$ cat src/rtl/hrlp_pkg.sv
// shared types and constants for the http request line parser
// no dependencies; used by the front, back and top level modules
package hrlp_pkg;

   // parse phases; the five prefix phases step through the text "HTTP/"
   typedef enum logic [3:0] {
      PH_METHOD  = 4'd0,
      PH_SP1     = 4'd1,
      PH_PATH    = 4'd2,
      PH_QUERY   = 4'd3,
      PH_FRAG    = 4'd4,
      PH_SP2     = 4'd5,
      PH_PREFIX0 = 4'd6,
      PH_PREFIX1 = 4'd7,
      PH_PREFIX2 = 4'd8,
      PH_PREFIX3 = 4'd9,
      PH_PREFIX4 = 4'd10,
      PH_MAJOR   = 4'd11,
      PH_MINOR   = 4'd12,
      PH_TAIL    = 4'd13
   } phase_type;

   // byte tags
   typedef enum logic [2:0] {
      TAG_METHOD  = 3'd0,
      TAG_SPACE   = 3'd1,
      TAG_PATH    = 3'd2,
      TAG_QUERY   = 3'd3,
      TAG_FRAG    = 3'd4,
      TAG_VERSION = 3'd5,
      TAG_IGNORED = 3'd6
   } tag_type;

   // per-byte record passed from the front part to the back part
   typedef struct packed {
      logic [7:0] line_byte;
      tag_type    tag;
      logic       eol;
      logic       pre_valid;
      logic       is_09;
      logic [3:0] code;
   } front_rec_type;

   // match result when no method name fits
   localparam logic [3:0] CODE_NONE = 4'd8;

   // method text limits
   localparam logic [3:0] LEN_STORE = 4'd7;
   localparam logic [3:0] LEN_SAT   = 4'd8;

   // characters
   localparam logic [7:0] CH_NUL   = 8'h00;
   localparam logic [7:0] CH_SPACE = 8'h20;
   localparam logic [7:0] CH_QUEST = 8'h3F;
   localparam logic [7:0] CH_HASH  = 8'h23;
   localparam logic [7:0] CH_DOT   = 8'h2E;
   localparam logic [7:0] CH_ZERO  = 8'h30;
   localparam logic [7:0] CH_NINE  = 8'h39;

   // method names, first character in the low byte
   localparam logic [55:0] METHOD_NAMES [8] = '{
      56'h00000000544547,   // GET
      56'h534E4F4954504F,   // OPTIONS
      56'h00000044414548,   // HEAD
      56'h00000054534F50,   // POST
      56'h00000000545550,   // PUT
      56'h004554454C4544,   // DELETE
      56'h00004543415254,   // TRACE
      56'h5443454E4E4F43    // CONNECT
   };
   localparam logic [3:0] METHOD_LENS [8] = '{
      4'd3, 4'd7, 4'd4, 4'd4, 4'd3, 4'd6, 4'd5, 4'd7
   };

   // lowest matching code wins; bytes past the length are always zero
   function automatic logic [3:0] match_method(input logic [55:0] text,
                                               input logic [3:0]  len);
      logic [3:0] code;
      code = CODE_NONE;
      for (int k = 7; k >= 0; k--) begin
         if (len == METHOD_LENS[k] && text == METHOD_NAMES[k]) begin
            code = 4'(k);
         end
      end
      return code;
   endfunction

   // characters of the version prefix "HTTP/"
   function automatic logic [7:0] prefix_char(input logic [2:0] idx);
      logic [7:0] ch;
      unique case (idx)
         3'd0:    ch = 8'h48;
         3'd1:    ch = 8'h54;
         3'd2:    ch = 8'h54;
         3'd3:    ch = 8'h50;
         3'd4:    ch = 8'h2F;
         default: ch = 8'h00;
      endcase
      return ch;
   endfunction

endpackage

$ cat src/rtl/hrlp_front.sv
// front part: per-byte parse state machine, tags each byte and gathers the verdict inputs
// depends on hrlp_pkg
module hrlp_front #(
   parameter int VERSION_BITS = 8
) (
   input  logic                        clock,
   input  logic                        reset,
   input  logic                        take,
   input  logic [7:0]                  line_byte,
   input  logic                        line_end,
   output hrlp_pkg::front_rec_type     rec,
   output logic [VERSION_BITS-1:0]     rec_major,
   output logic [VERSION_BITS-1:0]     rec_minor
);

   localparam int EXT_W = VERSION_BITS + 4;

   hrlp_pkg::phase_type phase_ff, phase_in, phase_upd, eff_phase;
   logic [55:0]             text_ff, text_in, text_upd;
   logic [3:0]              len_ff, len_in, len_upd;
   logic [VERSION_BITS-1:0] major_ff, major_in, major_upd, major_acc;
   logic [VERSION_BITS-1:0] minor_ff, minor_in, minor_upd, minor_acc;
   logic                    seen_ff, seen_in, seen_upd;
   logic                    failed_ff, failed_in, failed_upd;
   logic [EXT_W-1:0]        major_wide, minor_wide, vmax_wide;
   logic [7:0]              digit_diff;
   logic [2:0]              prefix_idx;
   logic [3:0]              code_now;
   logic                    is_space, is_digit, is_nul, is_end;
   hrlp_pkg::tag_type       tag;

   // byte classes
   assign is_nul     = (line_byte == hrlp_pkg::CH_NUL);
   assign is_space   = (line_byte == hrlp_pkg::CH_SPACE);
   assign is_digit   = (line_byte >= hrlp_pkg::CH_ZERO) && (line_byte <= hrlp_pkg::CH_NINE);
   assign is_end     = line_end || is_nul;
   assign digit_diff = line_byte - hrlp_pkg::CH_ZERO;
   assign code_now   = hrlp_pkg::match_method(text_ff, len_ff);
   assign prefix_idx = 3'(eff_phase - hrlp_pkg::PH_PREFIX0);

   // saturating decimal accumulation
   assign vmax_wide  = EXT_W'({VERSION_BITS{1'b1}});
   assign major_wide = EXT_W'(major_ff) * EXT_W'(10) + EXT_W'(digit_diff[3:0]);
   assign minor_wide = EXT_W'(minor_ff) * EXT_W'(10) + EXT_W'(digit_diff[3:0]);
   assign major_acc  = (major_wide > vmax_wide) ? {VERSION_BITS{1'b1}}
                                                : major_wide[VERSION_BITS-1:0];
   assign minor_acc  = (minor_wide > vmax_wide) ? {VERSION_BITS{1'b1}}
                                                : minor_wide[VERSION_BITS-1:0];

   // a non-space after a space run falls into the following phase
   always_comb begin
      eff_phase = phase_ff;
      if (phase_ff == hrlp_pkg::PH_SP1 && !is_space) begin
         eff_phase = hrlp_pkg::PH_PATH;
      end else if (phase_ff == hrlp_pkg::PH_SP2 && !is_space) begin
         eff_phase = hrlp_pkg::PH_PREFIX0;
      end
   end

   // next state: effect of this byte, then the end-of-line clear
   always_comb begin
      phase_upd  = phase_ff;
      text_upd   = text_ff;
      len_upd    = len_ff;
      major_upd  = major_ff;
      minor_upd  = minor_ff;
      seen_upd   = seen_ff;
      failed_upd = failed_ff;
      if (!is_nul && !failed_ff) begin
         // a processed non-space byte leaves a space run for good
         phase_upd = eff_phase;
         unique case (eff_phase)
            hrlp_pkg::PH_METHOD: begin
               if (is_space) begin
                  if (code_now == hrlp_pkg::CODE_NONE) begin
                     failed_upd = 1'b1;
                     phase_upd  = hrlp_pkg::PH_TAIL;
                  end else begin
                     phase_upd = hrlp_pkg::PH_SP1;
                  end
               end else begin
                  if (len_ff < hrlp_pkg::LEN_STORE) begin
                     text_upd[8*len_ff[2:0] +: 8] = line_byte;
                  end
                  if (len_ff < hrlp_pkg::LEN_SAT) begin
                     len_upd = len_ff + 4'd1;
                  end
               end
            end
            hrlp_pkg::PH_SP1: ;
            hrlp_pkg::PH_SP2: ;
            hrlp_pkg::PH_PATH: begin
               if (is_space) begin
                  phase_upd = hrlp_pkg::PH_SP2;
               end else if (line_byte == hrlp_pkg::CH_QUEST) begin
                  phase_upd = hrlp_pkg::PH_QUERY;
               end else if (line_byte == hrlp_pkg::CH_HASH) begin
                  phase_upd = hrlp_pkg::PH_FRAG;
               end
            end
            hrlp_pkg::PH_QUERY: begin
               if (is_space) begin
                  phase_upd = hrlp_pkg::PH_SP2;
               end else if (line_byte == hrlp_pkg::CH_HASH) begin
                  phase_upd = hrlp_pkg::PH_FRAG;
               end
            end
            hrlp_pkg::PH_FRAG: begin
               if (is_space) begin
                  phase_upd = hrlp_pkg::PH_SP2;
               end
            end
            hrlp_pkg::PH_PREFIX0, hrlp_pkg::PH_PREFIX1, hrlp_pkg::PH_PREFIX2,
            hrlp_pkg::PH_PREFIX3, hrlp_pkg::PH_PREFIX4: begin
               if (line_byte != hrlp_pkg::prefix_char(prefix_idx)) begin
                  failed_upd = 1'b1;
                  phase_upd  = hrlp_pkg::PH_TAIL;
               end else begin
                  phase_upd = hrlp_pkg::phase_type'(4'(eff_phase + 4'd1));
               end
            end
            hrlp_pkg::PH_MAJOR: begin
               if (is_digit) begin
                  major_upd = major_acc;
                  seen_upd  = 1'b1;
               end else if (line_byte == hrlp_pkg::CH_DOT && seen_ff) begin
                  seen_upd  = 1'b0;
                  phase_upd = hrlp_pkg::PH_MINOR;
               end else begin
                  failed_upd = 1'b1;
                  phase_upd  = hrlp_pkg::PH_TAIL;
               end
            end
            hrlp_pkg::PH_MINOR: begin
               if (is_digit) begin
                  minor_upd = minor_acc;
                  seen_upd  = 1'b1;
               end else if (seen_ff) begin
                  phase_upd = hrlp_pkg::PH_TAIL;
               end else begin
                  failed_upd = 1'b1;
                  phase_upd  = hrlp_pkg::PH_TAIL;
               end
            end
            default: ;
         endcase
      end
      phase_in  = phase_ff;
      text_in   = text_ff;
      len_in    = len_ff;
      major_in  = major_ff;
      minor_in  = minor_ff;
      seen_in   = seen_ff;
      failed_in = failed_ff;
      if (take) begin
         if (is_end) begin
            phase_in  = hrlp_pkg::PH_METHOD;
            text_in   = '0;
            len_in    = '0;
            major_in  = '0;
            minor_in  = '0;
            seen_in   = 1'b0;
            failed_in = 1'b0;
         end else begin
            phase_in  = phase_upd;
            text_in   = text_upd;
            len_in    = len_upd;
            major_in  = major_upd;
            minor_in  = minor_upd;
            seen_in   = seen_upd;
            failed_in = failed_upd;
         end
      end
   end

   // outputs: byte tag
   always_comb begin
      tag = hrlp_pkg::TAG_IGNORED;
      if (!is_nul && !failed_ff) begin
         unique case (eff_phase)
            hrlp_pkg::PH_METHOD: begin
               tag = is_space ? hrlp_pkg::TAG_SPACE : hrlp_pkg::TAG_METHOD;
            end
            hrlp_pkg::PH_SP1, hrlp_pkg::PH_SP2: begin
               tag = hrlp_pkg::TAG_SPACE;
            end
            hrlp_pkg::PH_PATH: begin
               if (is_space) begin
                  tag = hrlp_pkg::TAG_SPACE;
               end else if (line_byte == hrlp_pkg::CH_QUEST) begin
                  tag = hrlp_pkg::TAG_QUERY;
               end else if (line_byte == hrlp_pkg::CH_HASH) begin
                  tag = hrlp_pkg::TAG_FRAG;
               end else begin
                  tag = hrlp_pkg::TAG_PATH;
               end
            end
            hrlp_pkg::PH_QUERY: begin
               if (is_space) begin
                  tag = hrlp_pkg::TAG_SPACE;
               end else if (line_byte == hrlp_pkg::CH_HASH) begin
                  tag = hrlp_pkg::TAG_FRAG;
               end else begin
                  tag = hrlp_pkg::TAG_QUERY;
               end
            end
            hrlp_pkg::PH_FRAG: begin
               tag = is_space ? hrlp_pkg::TAG_SPACE : hrlp_pkg::TAG_FRAG;
            end
            hrlp_pkg::PH_PREFIX0, hrlp_pkg::PH_PREFIX1, hrlp_pkg::PH_PREFIX2,
            hrlp_pkg::PH_PREFIX3, hrlp_pkg::PH_PREFIX4: begin
               tag = (line_byte == hrlp_pkg::prefix_char(prefix_idx))
                     ? hrlp_pkg::TAG_VERSION : hrlp_pkg::TAG_IGNORED;
            end
            hrlp_pkg::PH_MAJOR: begin
               tag = (is_digit || (line_byte == hrlp_pkg::CH_DOT && seen_ff))
                     ? hrlp_pkg::TAG_VERSION : hrlp_pkg::TAG_IGNORED;
            end
            hrlp_pkg::PH_MINOR: begin
               tag = is_digit ? hrlp_pkg::TAG_VERSION : hrlp_pkg::TAG_IGNORED;
            end
            default: tag = hrlp_pkg::TAG_IGNORED;
         endcase
      end
   end

   // outputs: record with the verdict inputs from the updated state
   always_comb begin
      rec.line_byte = line_byte;
      rec.tag       = tag;
      rec.eol       = is_end;
      rec.code      = code_now;
      rec.is_09     = (phase_upd == hrlp_pkg::PH_PATH) || (phase_upd == hrlp_pkg::PH_QUERY)
                   || (phase_upd == hrlp_pkg::PH_FRAG) || (phase_upd == hrlp_pkg::PH_SP2);
      rec.pre_valid = is_end && !failed_upd
                   && (rec.is_09 || (phase_upd == hrlp_pkg::PH_TAIL)
                       || (phase_upd == hrlp_pkg::PH_MINOR && seen_upd));
      rec_major     = major_upd;
      rec_minor     = minor_upd;
   end

   // state registers
   always_ff @(posedge clock) begin
      if (reset) begin
         phase_ff  <= hrlp_pkg::PH_METHOD;
         text_ff   <= '0;
         len_ff    <= '0;
         major_ff  <= '0;
         minor_ff  <= '0;
         seen_ff   <= 1'b0;
         failed_ff <= 1'b0;
      end else begin
         phase_ff  <= phase_in;
         text_ff   <= text_in;
         len_ff    <= len_in;
         major_ff  <= major_in;
         minor_ff  <= minor_in;
         seen_ff   <= seen_in;
         failed_ff <= failed_in;
      end
   end

endmodule

$ cat src/rtl/hrlp_queue.sv
// short register queue between the front and back parts
// no dependencies
module hrlp_queue #(
   parameter int WIDTH = 8,
   parameter int DEPTH = 4
) (
   input  logic             clock,
   input  logic             reset,
   input  logic             wr_en,
   input  logic [WIDTH-1:0] wr_data,
   output logic             full,
   input  logic             rd_en,
   output logic [WIDTH-1:0] rd_data,
   output logic             empty
);

   localparam int ADDR_W = $clog2(DEPTH);
   localparam int CNT_W  = $clog2(DEPTH + 1);

   logic [WIDTH-1:0]  mem_ff [DEPTH];
   logic [ADDR_W-1:0] wr_ptr_ff, wr_ptr_in, rd_ptr_ff, rd_ptr_in;
   logic [CNT_W-1:0]  count_ff, count_in;
   logic              do_wr, do_rd;

   // status and head entry
   assign full    = (count_ff == CNT_W'(DEPTH));
   assign empty   = (count_ff == '0);
   assign do_wr   = wr_en && !full;
   assign do_rd   = rd_en && !empty;
   assign rd_data = mem_ff[rd_ptr_ff];

   // pointer and count update
   always_comb begin
      wr_ptr_in = wr_ptr_ff;
      rd_ptr_in = rd_ptr_ff;
      count_in  = count_ff;
      if (do_wr) begin
         wr_ptr_in = (wr_ptr_ff == ADDR_W'(DEPTH - 1)) ? '0 : wr_ptr_ff + 1'b1;
      end
      if (do_rd) begin
         rd_ptr_in = (rd_ptr_ff == ADDR_W'(DEPTH - 1)) ? '0 : rd_ptr_ff + 1'b1;
      end
      if (do_wr && !do_rd) begin
         count_in = count_ff + 1'b1;
      end else if (do_rd && !do_wr) begin
         count_in = count_ff - 1'b1;
      end
   end

   // control registers
   always_ff @(posedge clock) begin
      if (reset) begin
         wr_ptr_ff <= '0;
         rd_ptr_ff <= '0;
         count_ff  <= '0;
      end else begin
         wr_ptr_ff <= wr_ptr_in;
         rd_ptr_ff <= rd_ptr_in;
         count_ff  <= count_in;
      end
   end

   // storage
   always_ff @(posedge clock) begin
      if (do_wr) begin
         mem_ff[wr_ptr_ff] <= wr_data;
      end
   end

endmodule

$ cat src/rtl/hrlp_back.sv
// back part: forms the end-of-line verdict and the result fields from a queued record
// depends on hrlp_pkg
module hrlp_back #(
   parameter int VERSION_BITS = 8
) (
   input  hrlp_pkg::front_rec_type  rec,
   input  logic [VERSION_BITS-1:0]  rec_major,
   input  logic [VERSION_BITS-1:0]  rec_minor,
   output logic [7:0]               byte_echo,
   output logic [2:0]               field_tag,
   output logic                     end_of_line,
   output logic                     line_valid,
   output logic [2:0]               method_code,
   output logic [7:0]               version_major,
   output logic [7:0]               version_minor
);

   logic [15:0] major_ext, minor_ext;
   logic [7:0]  major_sat, minor_sat;
   logic        valid;

   // clamp the counters to the eight-bit result range
   assign major_ext = 16'(rec_major);
   assign minor_ext = 16'(rec_minor);
   assign major_sat = (major_ext > 16'd255) ? 8'hFF : major_ext[7:0];
   assign minor_sat = (minor_ext > 16'd255) ? 8'hFF : minor_ext[7:0];

   // verdict: well-formed shape and a known method
   assign valid = rec.eol && rec.pre_valid && (rec.code != hrlp_pkg::CODE_NONE);

   // result fields
   always_comb begin
      byte_echo     = rec.line_byte;
      field_tag     = rec.tag;
      end_of_line   = rec.eol;
      line_valid    = valid;
      method_code   = valid ? rec.code[2:0] : 3'd0;
      version_major = 8'd0;
      version_minor = 8'd0;
      if (valid) begin
         version_major = rec.is_09 ? 8'd0 : major_sat;
         version_minor = rec.is_09 ? 8'd9 : minor_sat;
      end
   end

endmodule

$ cat src/rtl/http_request_line_parser_core.sv
// top level of the http request line parser
// depends on hrlp_pkg, hrlp_front, hrlp_queue and hrlp_back
//
// Usage:
//   Input side is a queue write port: present one byte of the request line on
//   req_line_byte with req_line_end marking the last byte, and raise req_push;
//   the byte transfers at a clock edge where req_full is low. A zero byte also
//   closes the line. Results come out of a queue read port: while rsp_empty is
//   low the oldest result is on the rsp_ ports, and it transfers at an edge
//   where rsp_pop is high. Every input byte yields exactly one result.
//   The result that closes a line carries line_valid, method_code and the
//   version numbers; they read zero on all other results.
//   Throughput is one byte per cycle while req_full is low; the parse state
//   machine finishes each byte in the cycle it transfers. A result is held
//   in the queue behind older ones; up to QUEUE_DEPTH results wait when the
//   receiver stalls, and req_full rises once they are all taken up.
//   Synchronous reset returns the parser to the start of a line and empties
//   the result queue.
module http_request_line_parser_core #(
   parameter int VERSION_BITS = 8,
   parameter int QUEUE_DEPTH  = 4
) (
   input  logic       clock,
   input  logic       reset,
   input  logic       req_push,
   output logic       req_full,
   input  logic [7:0] req_line_byte,
   input  logic       req_line_end,
   output logic       rsp_empty,
   input  logic       rsp_pop,
   output logic [7:0] rsp_byte_echo,
   output logic [2:0] rsp_field_tag,
   output logic       rsp_end_of_line,
   output logic       rsp_line_valid,
   output logic [2:0] rsp_method_code,
   output logic [7:0] rsp_version_major,
   output logic [7:0] rsp_version_minor
);

   localparam int REC_W = $bits(hrlp_pkg::front_rec_type);
   localparam int QW    = REC_W + 2 * VERSION_BITS;

   hrlp_pkg::front_rec_type front_rec, back_rec;
   logic [VERSION_BITS-1:0] front_major, front_minor, back_major, back_minor;
   logic [QW-1:0]           q_wr_data, q_rd_data;
   logic                    q_full, take;

   // input transfer
   assign take     = req_push && !q_full;
   assign req_full = q_full;

   // front part: parse and tag
   hrlp_front #(
      .VERSION_BITS(VERSION_BITS)
   ) u_front (
      .clock     (clock),
      .reset     (reset),
      .take      (take),
      .line_byte (req_line_byte),
      .line_end  (req_line_end),
      .rec       (front_rec),
      .rec_major (front_major),
      .rec_minor (front_minor)
   );

   // queue between front and back
   assign q_wr_data = {front_rec, front_major, front_minor};

   hrlp_queue #(
      .WIDTH(QW),
      .DEPTH(QUEUE_DEPTH)
   ) u_queue (
      .clock   (clock),
      .reset   (reset),
      .wr_en   (take),
      .wr_data (q_wr_data),
      .full    (q_full),
      .rd_en   (rsp_pop),
      .rd_data (q_rd_data),
      .empty   (rsp_empty)
   );

   assign back_rec   = hrlp_pkg::front_rec_type'(q_rd_data[QW-1 -: REC_W]);
   assign back_major = q_rd_data[2*VERSION_BITS-1 -: VERSION_BITS];
   assign back_minor = q_rd_data[VERSION_BITS-1:0];

   // back part: verdict and result fields
   hrlp_back #(
      .VERSION_BITS(VERSION_BITS)
   ) u_back (
      .rec           (back_rec),
      .rec_major     (back_major),
      .rec_minor     (back_minor),
      .byte_echo     (rsp_byte_echo),
      .field_tag     (rsp_field_tag),
      .end_of_line   (rsp_end_of_line),
      .line_valid    (rsp_line_valid),
      .method_code   (rsp_method_code),
      .version_major (rsp_version_major),
      .version_minor (rsp_version_minor)
   );

endmodule
$ cat config.mk
export PLATFORM = sky130hd
export DESIGN_NAME = http_request_line_parser_core
export DESIGN_NICKNAME = d
export VERILOG_FILES = /design/src/rtl/hrlp_pkg.sv /design/src/rtl/hrlp_front.sv /design/src/rtl/hrlp_queue.sv /design/src/rtl/hrlp_back.sv /design/src/rtl/http_request_line_parser_core.sv
export SDC_FILE = /design/constraint.sdc
export NUM_CORES = 1
export LEC_CHECK = 0
export ABC_AREA = 1
export CAP_MARGIN = 0
export CELL_PAD_IN_SITES_DETAIL_PLACEMENT = 1
export CELL_PAD_IN_SITES_GLOBAL_PLACEMENT = 1
export CORE_ASPECT_RATIO = 1.2
export CORE_MARGIN = 2
export CORE_UTILIZATION = 30
export DETAILED_ROUTE_END_ITERATION = 12
export DONT_BUFFER_PORTS = 1
export PLACE_DENSITY_LB_ADDON = 0.1
export REMOVE_ABC_BUFFERS = 1
export SYNTH_ARGS = -nofsm -noshare
export SYNTH_HDL_FRONTEND = slang
export SYNTH_SLANG_ARGS = --single-unit
$ cat constraint.sdc
create_clock -name clock -period 6.7 [get_ports clock]
set_input_delay 1.005 -clock clock [delete_from_list [all_inputs] [get_ports clock]]
set_output_delay 1.005 -clock clock [all_outputs]
set_load 0.02 [all_outputs]
Word-level counts from Yosys, hierarchy flattened
Memories as Yosys holds them, arrays and structs flattened. A register that Yosys moved wholly into a read port is not among the register bits.
Cells that the tools add are included.
{"block": "word_totals", "reg_bits": 89, "latch_bits": 0, "ram_bits": 136, "rom_bits": 0, "in_bits": 13, "out_inout_bits": 34, "mem_count": 1}
{"block": "op_classes", "add_sub_neg": 11, "n_mul": 2, "div": 0, "magnitude_cmp": 8, "n_eq_ne": 49, "shifts": 2, "mux": 91, "n_bitwise": 0, "n_reduce_logical": 52}
{"name": "u_queue.mem_ff", "words": 4, "width": 34, "rd": 1, "rd_ports_with_merged_regs": 1, "wr": 1, "line_no": "hrlp_queue.sv:20", "source": "logic [WIDTH-1:0] mem_ff [DEPTH];"}
{"op": "two-way mux 56 bit", "n": 5}
{"op": "two-way mux 8 bit", "n": 18}
{"op": "equality test 56 x 23 -> 1 bit, second input constant", "n": 2}
{"op": "equality test 56 x 31 -> 1 bit, second input constant", "n": 2}
{"op": "equality test 56 x 55 -> 1 bit, second input constant", "n": 2}
{"op": "two-way mux 4 bit", "n": 27}
{"op": "bitwise mux 56 bit", "n": 1}
{"op": "equality test 56 x 39 -> 1 bit, second input constant", "n": 1}
{"op": "equality test 56 x 47 -> 1 bit, second input constant", "n": 1}
{"op": "variable shift 8 x 34 -> 56 bit, first input constant", "n": 1}
{"op": "indexed part select 8 x 34 -> 56 bit", "n": 1}
{"op": "equality test 4 x 3 -> 1 bit, second input constant", "n": 11}
{"op": "negation 6 -> 34 bit", "n": 1}
{"op": "equality test 4 bit, second input constant", "n": 8}
{"op": "equality test 8 x 6 -> 1 bit, second input constant", "n": 4}
{"op": "two-way mux 3 bit", "n": 10}
{"op": "case mux 4 bit (7 select lines)", "n": 1}
{"op": "case mux 7 bit (4 select lines)", "n": 1}
{"op": "adder 12 x 4 -> 12 bit", "n": 2}
{"op": "greater-than comparator 12 x 8 -> 1 bit, second input constant", "n": 2}
{"op": "case mux 3 bit (8 select lines)", "n": 1}
{"op": "logical AND 1 bit", "n": 23}
{"op": "multiplier 8 x 3 -> 11 bit, second input constant", "n": 2}
{"op": "equality test 4 x 2 -> 1 bit, second input constant", "n": 5}
{"op": "other kinds (33)", "n": 83}

Depth between registers and ports, before layout
Gate-level depths: netlist of run 1.
{"block": "logic_depth", "word_depth": 22, "depth_mapped": 23}

Modules after synthesis
Synthesis of run 1 repeated with hierarchy kept, for this count alone.
{"block": "hier_totals", "cells_unflattened": 1680, "area_unflattened_um2": 13125.1}
{"module": "hrlp_front", "n_inst": 1, "cells_per_inst": 1217, "area_each_um2": 7069.3}
{"module": "hrlp_queue", "n_inst": 1, "cells_per_inst": 400, "area_each_um2": 5749.3}
{"module": "hrlp_back", "n_inst": 1, "cells_per_inst": 61, "area_each_um2": 296.5}
{"module": "http_request_line_parser_core", "n_inst": 1, "cells_per_inst": 2, "area_each_um2": 10.0}

Worst setup path after synthesis of run 1
No wires, ideal clock.
{"block": "synth_path", "kind": "reg2out", "startpoint": "register with a tool-made name", "endpoint": "output port rsp_version_major[2]", "t_arrival_ns": 2.537, "path_slack_ns": 3.158, "stages_incl_launch_ff": 10, "n_path_buf": 2, "cell_sequence": "dfxtp_1 > inv_1 > buf_2 > o21ai_0 > o22ai_1 > nand2_1 > nor2_1 > nand2_1 > buf_2 > a221oi_1"}
{"item": "end, declared", "line_no": "http_request_line_parser_core.sv:36", "source": "output logic [7:0] rsp_version_major,"}

==> results.yml, run 1 <==
synthesis:
  ys_async_sr_fraction_pct: 0
  synth_xor_area_share_pct: 0.816
  synth.distinct_cells: 50
  synth_top_flop_cell: "edfxtp_1"
  synth_area_sq_mm: 0.0118
  synth_compound_area_share_pct: 12.7
  syn_avg_cell_area_sq_um: 8.52
  synth.ff_latch_count: 227
  synth_edf_count: 136
  synthMuxAreaShare_pct: 0
  ys_warn_count: 0
  yosysSeqAreaShare_pct: 50.0
  synth_fa_ha_area_share_pct: 5.62
  synth_top_family_by_area: "simple AND/OR/NAND/NOR gates"
  post_synth_inst_count: 1386
  synth-simple-area-share_pct: 24.5
timing:
  slew_headroom_pct: 35.0
  max_freq_mhz: 187
  slew_violations: 0
  setup-violations-final: 0
  hold_viol_final: 0
  hold_ws_ns: 0.457
  worst_pin_slew_ns: 0.965
  rsz0062_at_grt: "no"
  skew_ns: 0.0232
  tns_ns: 0
  fin_crit_sh_pct: 79.9
  period_minus_slack_ns: 5.35
final_layout:
  final_common_cell: "nand2_1"
  area_growth_syn_to_layout_pct: 11.5
  most-common-layout-cells: "nand2_1 (280), nor2_1 (173), a21oi_1 (142)"
  diodes: 0
  num-nets-final: 1445
  fill_cells: 4553
  final_layout_size_suffix_gt1_share_pct: 7.92
  fin_cells: 1927
clocking:
  clk_pin_slew_worst_paths_ns: 0.06
  cts_sinks: 227
  post_cts_resize_count: 0
  cts_buffer_depth: 3
  holdBufCountCts: 0
  cts_root_buf: "clkbuf_16"
  insertion_delay_ns: 0.55
  post-cts-setup-buffer-count: 0
  htree_num_levels: 1
  cts_made_buffers: 25
  cts_tree: "built"
critical_path:
  reg2reg_depth: 17
  required_ns: 5.69
  worst_path_largest_cell_delay_ns: 0.78
  arrival_ns: 4.35
  r2r_slack_ns: 3.30
  cp_slowest_cell: "a221oi_1"
  crit_fanout: 68
  critPathKind: "reg2out"
  endpoint_kind: "output port"
  cp-start-kind: "flip-flop"
  crit_chain: "buf_4, o21ai_0, o22ai_1, nand2_1, nor2_1, nand2_1, a221oi_1"
  worst_path_most_repeated_cell: "nand2_1"
die:
  die_area_sq_mm: 0.0410
  dieWidth_um: 185
  core_sq_mm: 0.0388
  io_pins: 47
  die-height_um: 221
  rows: 79
  initial_core_util_pct: 30.4
placement:
  gp_congestion: 0.819
  dp.cells: 1881
  numPortBuffers: 0
  dp_hpwl_um: 26600
grt:
  antenna_found_initial: 0
  grt_use_total_pct: 18.6
  grt_overflow: 0
  grt_first_pass_wirelength_um: 58500
  grt_pass1_vias: 10000
  grt_start_max_net_pins: 83
routing:
  drc_errors: 0
  vias: 9574
  postRouteAntennaNets: 0
  dr.pass1.iters: 4
  wl_um: 37600
  via_per_inst: 4.97
  dr.first_iter.drc_count: 346
  wl_per_cell_um: 19.5
power_and_ir_drop:
  power.total_uw: 3910
  p_leak_uw: 0.00496
  power.density_mw_per_mm2: 297
  irDropWorstVdd_v: 0.000154
worst_hold_path:
  worstHoldPathCells: 2
  hold_class: "reg2reg"
run_status:
  outcome: "completed"
job:
  drv_cap: 0
-- report_power, final --
part | internal, uW | total (uW) | switching [uW] | leakage [uW]
Combinational | 202 | 901 | 700 | 0.00257
Clock | 784 | 1360 | 573 | 0.000385
Sequential | 1600 | 1650 | 50.3 | 0.00200
-- logic make-up after synthesis --
kind of cell	Yosys count
AND/OR/NAND/NOR	652
AO/OA/AOI/OAI	268
flip-flops	227
buffers and inverters	178
adder cells (fa/ha/maj)	50
XOR/XNOR	11
-- metrics by stage --
stage          area [sq um]  util (%)  worst slack (ns)
2_1_floorplan         11500         -              1.51
3_3_place_gp          12400      31.8              1.90
3_5_place_dp          12400      31.8              1.83
4_1_cts               13200      33.9              1.24
5_1_grt               13200      33.9             0.990
6_report              13200      33.9              1.35
-- cells in the mapped netlist (3+ instances only) --
| library cell | instances | area (sq um) |
|---|---|---|
| edfxtp_1 | 136 | 4080 |
| o22ai_1 | 15 | 93.8 |
| xor2_1 | 8 | 70.1 |
| a32o_1 | 4 | 40.0 |
| nand2_2 | 5 | 31.3 |
| nand3b_1 | 8 | 60.1 |
| nor2_1 | 178 | 668 |
| o21ai_1 | 5 | 25.0 |
| buf_1 | 3 | 11.3 |
| a211oi_1 | 9 | 67.6 |
| a21oi_1 | 142 | 711 |
| a221oi_1 | 14 | 123 |
| or2_2 | 10 | 62.6 |
| a31oi_1 | 4 | 25.0 |
| dfxtp_1 | 91 | 1820 |
| nor2_2 | 9 | 56.3 |
| nor3_1 | 24 | 120 |
| fa_1 | 5 | 100 |
| nand3_1 | 65 | 325 |
| inv_1 | 117 | 439 |
| nand2_1 | 280 | 1050 |
| ha_1 | 45 | 563 |
| buf_2 | 7 | 35.0 |
| nand4_1 | 56 | 350 |
| xnor2_1 | 3 | 26.3 |
| o21ai_0 | 64 | 320 |
| clkbuf_1 | 31 | 116 |
| buf_12 | 3 | 60.1 |
| nor3_2 | 3 | 30.0 |
| or2_1 | 4 | 25.0 |
| inv_2 | 13 | 48.8 |
-- critical path: cells and delay by family (launching register included) --
| kind | cells | cell delay, ns |
|---|---|---|
| AOI/OAI and AO/OA | 3 | 1.57 |
| DFF | 1 | 0.33 |
| and+or+nand+nor | 3 | 1.29 |
| buffers and inverters | 1 | 0.58 |
-- final timing paths --
check / start / end
worst max-delay path: flip-flop / rsp_version_major[1]
worst min-delay path: u_front.text_ff[23] / u_front.text_ff[23]
worst max register to register: u_front.phase_ff[0] / u_queue.mem_ff[3][21]
worst min register to register: u_front.text_ff[23] / u_front.text_ff[23]
-- area by class of cell --
type	instances	area [sq um]	share of cell area, %
Timing Repair Buffer	16	120	0.912
Tap cell	526	658	5.00
Multi-Input combinational cell	981	5180	39.4
Clock buffer	30	664	5.05
Inverter	131	494	3.75
Sequential cell	227	5910	44.9
Clock inverter	16	139	1.06
-- metal layers --
| metal | vias to the layer above | GRT usage (%) | share of wire [%] |
|---|---|---|---|
| met1 | 4670 | 23.0 | 44 |
| met5 | - | 0 | 0 |
| li1 | 4760 | - | - |
| met3 | 42 | 2.75 | 3.4 |
| met4 | 0 | 4.76 | 2.1 |
| met2 | 102 | 33.4 | 51 |
-- state kept, by name, summed over array words and instances (netlist names), named ones only --
signal             cells
u_front.major_ff       8
u_front.seen_ff        1
u_front.phase_ff       4
u_queue.count_ff       3
u_queue.mem_ff       136
u_front.failed_ff      1
u_queue.rd_ptr_ff      2
u_queue.wr_ptr_ff      2
u_front.text_ff       56
u_front.minor_ff       8
u_front.len_ff         4
No activity file was read; power rests on OpenSTA's default activity.
==> run 2: changes to the inputs <==
==> constraint.sdc (replaced) <==
create_clock -name clock -period 4.6 [get_ports clock]
set_input_delay 0.69 -clock clock [delete_from_list [all_inputs] [get_ports clock]]
set_output_delay 0.69 -clock clock [all_outputs]
set_load 0.02 [all_outputs]
==> run 2 against run 1 <==
  * First-iteration DRC count rose by 22%
  * Via count is 0.87% higher
  * Non-clock buffer count is 17 higher
  * Global-route usage increased by 0.066 points
  * Worst setup slack got worse by 0.60 ns
  * Critical path depth increased by 3
  * Clock power rose by 62%
  * Register-to-register slack got worse by 1.9 ns
  * Worst hold slack got worse by 0.24 ns
  * Utilization up 0.66 points
  * Sequential share of layout area down 0.86 points
  * Clock skew down 0.013 ns
  * Largest power group unchanged
==> results.yml, run 2 (synthesis gave the netlist of run 1 again) <==
clocking:
  holdBufCountCts: 0
  clk_pin_slew_worst_paths_ns: 0.06
  htree_num_levels: 1
  cts_made_buffers: 26
  cts_root_buf: "clkbuf_16"
  cts_buffer_depth: 3
  insertion_delay_ns: 0.55
  post-cts-setup-buffer-count: 0
  cts_tree: "built"
  post_cts_resize_count: 0
  cts_sinks: 227
final_layout:
  largest_reg_flops: 136
  final_common_cell: "nand2_1"
  num-nets-final: 1463
  fin_cells: 1946
  final_layout_size_suffix_gt1_share_pct: 9.44
  top_register: "u_queue.mem_ff"
  diodes: 0
  final_area_sq_mm: 0.0134
  area_growth_syn_to_layout_pct: 13.7
  largestRegisters: "u_queue.mem_ff (136), u_front.text_ff (56)"
  most-common-layout-cells: "nand2_1 (280), nor2_1 (173), a21oi_1 (142)"
timing:
  fin_crit_sh_pct: 83.8
  slew_headroom_pct: 43.9
  worst_pin_slew_ns: 0.840
  rsz0062_at_grt: "no"
  period_minus_slack_ns: 3.85
  setup-violations-final: 0
  skew_ns: 0.0101
  max_freq_mhz: 259
  hold_viol_final: 0
  slew_violations: 0
  hold_ws_ns: 0.215
power_and_ir_drop:
  seqPwrFrac_pct: 39.8
  internal-power_uw: 3990
  switching_share_pct: 33.7
  irDropWorstVdd_v: 0.000243
  power.density_mw_per_mm2: 449
  combPwrFrac_pct: 23.6
  clkPwrFrac_pct: 36.6
  p_switching_uw: 2030
  p_leak_uw: 0.00511
grt:
  grt_pass1_vias: 10200
  grt_first_pass_wirelength_um: 59100
  grt_use_total_pct: 18.6
  grt_start_max_net_pins: 83
  antenna_found_initial: 1
  grt_overflow: 0
critical_path:
  crit_fanout: 18
  r2r_slack_ns: 1.40
  rr_endpoint: "u_queue.mem_ff[3][21]"
  cp-start-kind: "flip-flop"
  endpoint_kind: "output port"
  critPathKind: "reg2out"
  required_ns: 3.91
  rr_startpoint: "u_front.phase_ff[0]"
  arrival_ns: 3.16
  reg2reg_depth: 19
routing:
  drc_errors: 0
  wl_um: 37500
  dr.first_iter.drc_count: 423
  vias: 9657
  via_per_inst: 4.96
  dr.pass1.iters: 4
  postRouteAntennaNets: 0
  wl_per_cell_um: 19.3
die:
  die-height_um: 221
  die_area_sq_mm: 0.0410
  io_pins: 47
  core_sq_mm: 0.0388
  initial_core_util_pct: 30.4
  dieWidth_um: 185
  rows: 79
placement:
  dp_hpwl_um: 27200
  gp_congestion: 0.863
  numPortBuffers: 0
  dpl_cell_area_sq_mm: 0.0125
  dp.cells: 1898
job:
  drv_cap: 0
worst_hold_path:
  hold_path_end: "u_front.text_ff[20]"
  hp-start: "reset"
  worstHoldPathCells: 1
  hold_class: "in2reg"
run_status:
  outcome: "completed"
==> run 2: how the worst max path moves through the flow <==
stage,to,slack [ns]
final,rsp_version_major[4],0.75
after global routing,rsp_version_minor[5],0.42
after CTS,rsp_version_minor[5],0.62
after detailed placement,u_queue.mem_ff[0][21],0.99
after global placement,u_queue.mem_ff[3][21],1.12
after floorplan,rsp_version_major[0],-0.27
==> run 2: through the flow <==
step	TNS, ns	util, %	worst slack, ns	total power [uW]
after CTS	0	34.6	0.624	6130
after global placement	0	32.2	1.12	3890
after detailed placement	0	32.2	0.990	3900
final	0	34.6	0.746	6030
after global routing	0	34.6	0.422	6340
after floorplan	-3.83	-	-0.273	3300
==> run 2: final cells by class <==
| type | instances | area, sq um |
|---|---|---|
| tap | 526 | 658 |
| fill | 4582 | 25400 |
| multi-input combinational | 981 | 5190 |
| inverter | 131 | 494 |
| sequential | 227 | 5910 |
| timing repair buffer | 33 | 260 |
| clock buffer | 29 | 683 |
| clock inverter | 19 | 233 |
==> run 2: layer usage <==
metal | global-route usage (%) | share of wire, % | vias to the layer above
met5 | 0 | 0 | -
met4 | 6.71 | 3.3 | 0
met3 | 2.57 | 3.3 | 55
met2 | 32.7 | 49 | 121
met1 | 23.1 | 44 | 4682
li1 | - | - | 4799
==> run 2: power by group through the flow <==
stage | Combinational, uW | Sequential (uW) | Clock (uW)
after CTS | 1460 | 2400 | 2270
after detailed placement | 1450 | 2450 | 0
after floorplan | 839 | 2460 | 0
after global routing | 1580 | 2420 | 2340
final | 1420 | 2400 | 2200
after global placement | 1450 | 2440 | 0
==> run 2: critical path: stages (launching register included) <==
cell      delay, ns
dfxtp_2        0.39
inv_2          0.21
buf_4          0.27
nor2_1         0.07
o22ai_1        0.18
nand2_1        0.10
nor2_1         0.22
buf_4          0.21
nand2_1        0.35
a221oi_1       0.40
buf_4          0.21
==> run 3: changes to the inputs <==
==> constraint.sdc (replaced) <==
create_clock -name clock -period 3.4 [get_ports clock]
set_input_delay 0.51 -clock clock [delete_from_list [all_inputs] [get_ports clock]]
set_output_delay 0.51 -clock clock [all_outputs]
set_load 0.02 [all_outputs]
==> run 3 against run 2 <==
  * Utilization increased by 0.58 points
  * Global-route usage about the same
  * Combinational power increased by 49%
  * Critical path type unchanged
  * Design area increased by 1.7%
  * Critical path depth unchanged
  * Sequential power increased by 35%
  * Cell count increased by 1.5%
  * Clock power increased by 25%
==> results.yml, run 3 (synthesis gave the netlist of run 1 again) <==
final_layout:
  fin_cells: 1975
  most-common-layout-cells: "nand2_1 (280), nor2_1 (172), a21oi_1 (142)"
  largest_reg_flops: 136
  final_layout_size_suffix_gt1_share_pct: 11.4
  multi_input_area_sq_mm: 0.00522
  diodes: 0
  area_growth_syn_to_layout_pct: 15.6
  largestRegisters: "u_queue.mem_ff (136), u_front.text_ff (56)"
  final_common_cell: "nand2_1"
  fill_cells: 4629
  num-nets-final: 1492
  ff_latch_area_sq_mm: 0.00591
  top_register: "u_queue.mem_ff"
die:
  io_pins: 47
  initial_core_util_pct: 30.4
  die-height_um: 221
  rows: 79
  core_sq_mm: 0.0388
  dieWidth_um: 185
  die_area_sq_mm: 0.0410
routing:
  wl_per_cell_um: 19.2
  wl_met2_um: 18900
  wl_um: 37900
  met3_length_um: 1340
  routedLengthMet1_um: 16800
  drc_errors: 0
  postRouteAntennaNets: 0
  top_layer_used: "met4"
  dr.pass1.iters: 4
  vias: 9779
  dr.first_iter.drc_count: 401
  via_per_inst: 4.95
timing:
  worst_pin_slew_ns: 0.968
  skew_ns: 0.0241
  tns_ns: 0
  setup-violations-final: 0
  rsz0062_at_grt: "no"
  fin_crit_sh_pct: 94.1
  hold_viol_final: 0
  period_minus_slack_ns: 3.20
  fin_ws_ns: 0.202
  slew_violations: 0
  max_freq_mhz: 313
  slew_headroom_pct: 35.2
critical_path:
  crit_chain: "clkinvlp_4, buf_12, a32o_1, nand2_1, nor2_1, nor2_2, buf_4, inv_1, a31oi_1, buf_4"
  required_ns: 2.89
  r2r_slack_ns: 0.40
  rr_startpoint: "u_front.phase_ff[0]"
  endpoint_kind: "output port"
  rr_endpoint: "u_queue.mem_ff[2][21]"
  critPathKind: "reg2out"
  cp-start-kind: "flip-flop"
  reg2reg_depth: 19
  cp_num_buf_inv: 5
  cp_top_family: "buffers and inverters"
  worst_path_most_repeated_cell: "buf_4"
  arrival_ns: 2.69
  cp_slowest_cell: "dfxtp_1"
  crit_fanout: 8
  worst_path_largest_cell_delay_ns: 0.49
placement:
  dp_hpwl_um: 27200
  dp.cells: 1924
  dp_worst_setup_slack_ns: 0.0636
  numPortBuffers: 0
  gp_congestion: 0.854
clocking:
  clk_pin_slew_worst_paths_ns: 0.06
  cts_buffer_depth: 3
  cts_root_buf: "clkbuf_16"
  cts_tree: "built"
  htree_num_levels: 1
  cts_sinks: 227
  insertion_delay_ns: 0.55
  cts_made_buffers: 26
worst_hold_path:
  hp-start: "reset"
  hold_path_end: "u_front.text_ff[36]"
  worstHoldPathCells: 1
  hold_class: "in2reg"
job:
  drv_cap: 0
grt:
  grt_overflow: 0
  antenna_found_initial: 0
  grt_use_total_pct: 18.6
  grt_pass1_vias: 10200
  grt_first_pass_wirelength_um: 59200
  grt_start_max_net_pins: 68
power_and_ir_drop:
  p_leak_uw: 0.00524
  power.density_mw_per_mm2: 594
  irDropWorstVdd_v: 0.000370
run_status:
  outcome: "completed"
[run 3: cell count changes in the layout (fill, tap and decap cells not counted), sizes merged]
cell	before	now
inv	133	130
dlygate4sd3	0	2
clkbuf	29	37
clkinvlp	2	3
bufinv	4	1
buf	33	60
clkinv	11	8
[run 3: final cells by class]
cell class / count / share of cell area, %
Tap cell: 526 / 4.82
Timing Repair Buffer: 62 / 3.87
Multi-Input combinational cell: 981 / 38.3
Inverter: 131 / 3.67
Sequential cell: 227 / 43.3
Clock buffer: 37 / 5.45
Clock inverter: 11 / 0.623
[run 3: timing repair]
action,CTS,global route
cloned,0,0
hold buffers,2,0
gates resized for setup,3,11
setup endpoints to repair,6,26
endpoints found under the hold margin,15,0
setup buffers,0,1
[run 3: routing by layer]
layer  GRT usage [%]  vias to the layer above
met5               0                        -
met4            4.94                        0
met3            2.63                       58
met2            33.3                      135
met1            23.3                     4732
li1                -                     4854
[run 3: worst max path at each step]
| stage | slack [ns] | startpoint | end | depth (start not counted) |
|---|---|---|---|---|
| 2_1_floorplan | -1.29 | flip-flop | rsp_version_major[0] | 8 |
| 3_3_place_gp | 0.18 | req_line_byte[6] | u_queue.mem_ff[1][21] | 21 |
| 3_5_place_dp | 0.06 | req_line_byte[6] | u_queue.mem_ff[2][21] | 21 |
| 4_1_cts | 0.02 | flip-flop | rsp_version_minor[3] | 9 |
| 5_1_grt | 0.01 | flip-flop | rsp_version_major[6] | 10 |
| 6_report | 0.20 | flip-flop | rsp_version_minor[0] | 10 |
[run 3: power by group]
group          internal, uW  switching [uW]
logic                   633            1480
registers              3150             105
clock network          1590            1140
total                  5370            2730
[run 3: metrics by stage]
step / instance area (sq um) / hold WS, ns / power (uW) / utilization (%)
floorplan: 11500 / 0.435 / 4470 / -
global placement: 12700 / 0.446 / 5390 / 32.7
detailed placement: 12700 / 0.450 / 5410 / 32.7
CTS: 13600 / 0.00569 / 8190 / 35.0
global route: 13600 / 0.0102 / 8520 / 35.1
finish: 13600 / 0.0359 / 8100 / 35.1
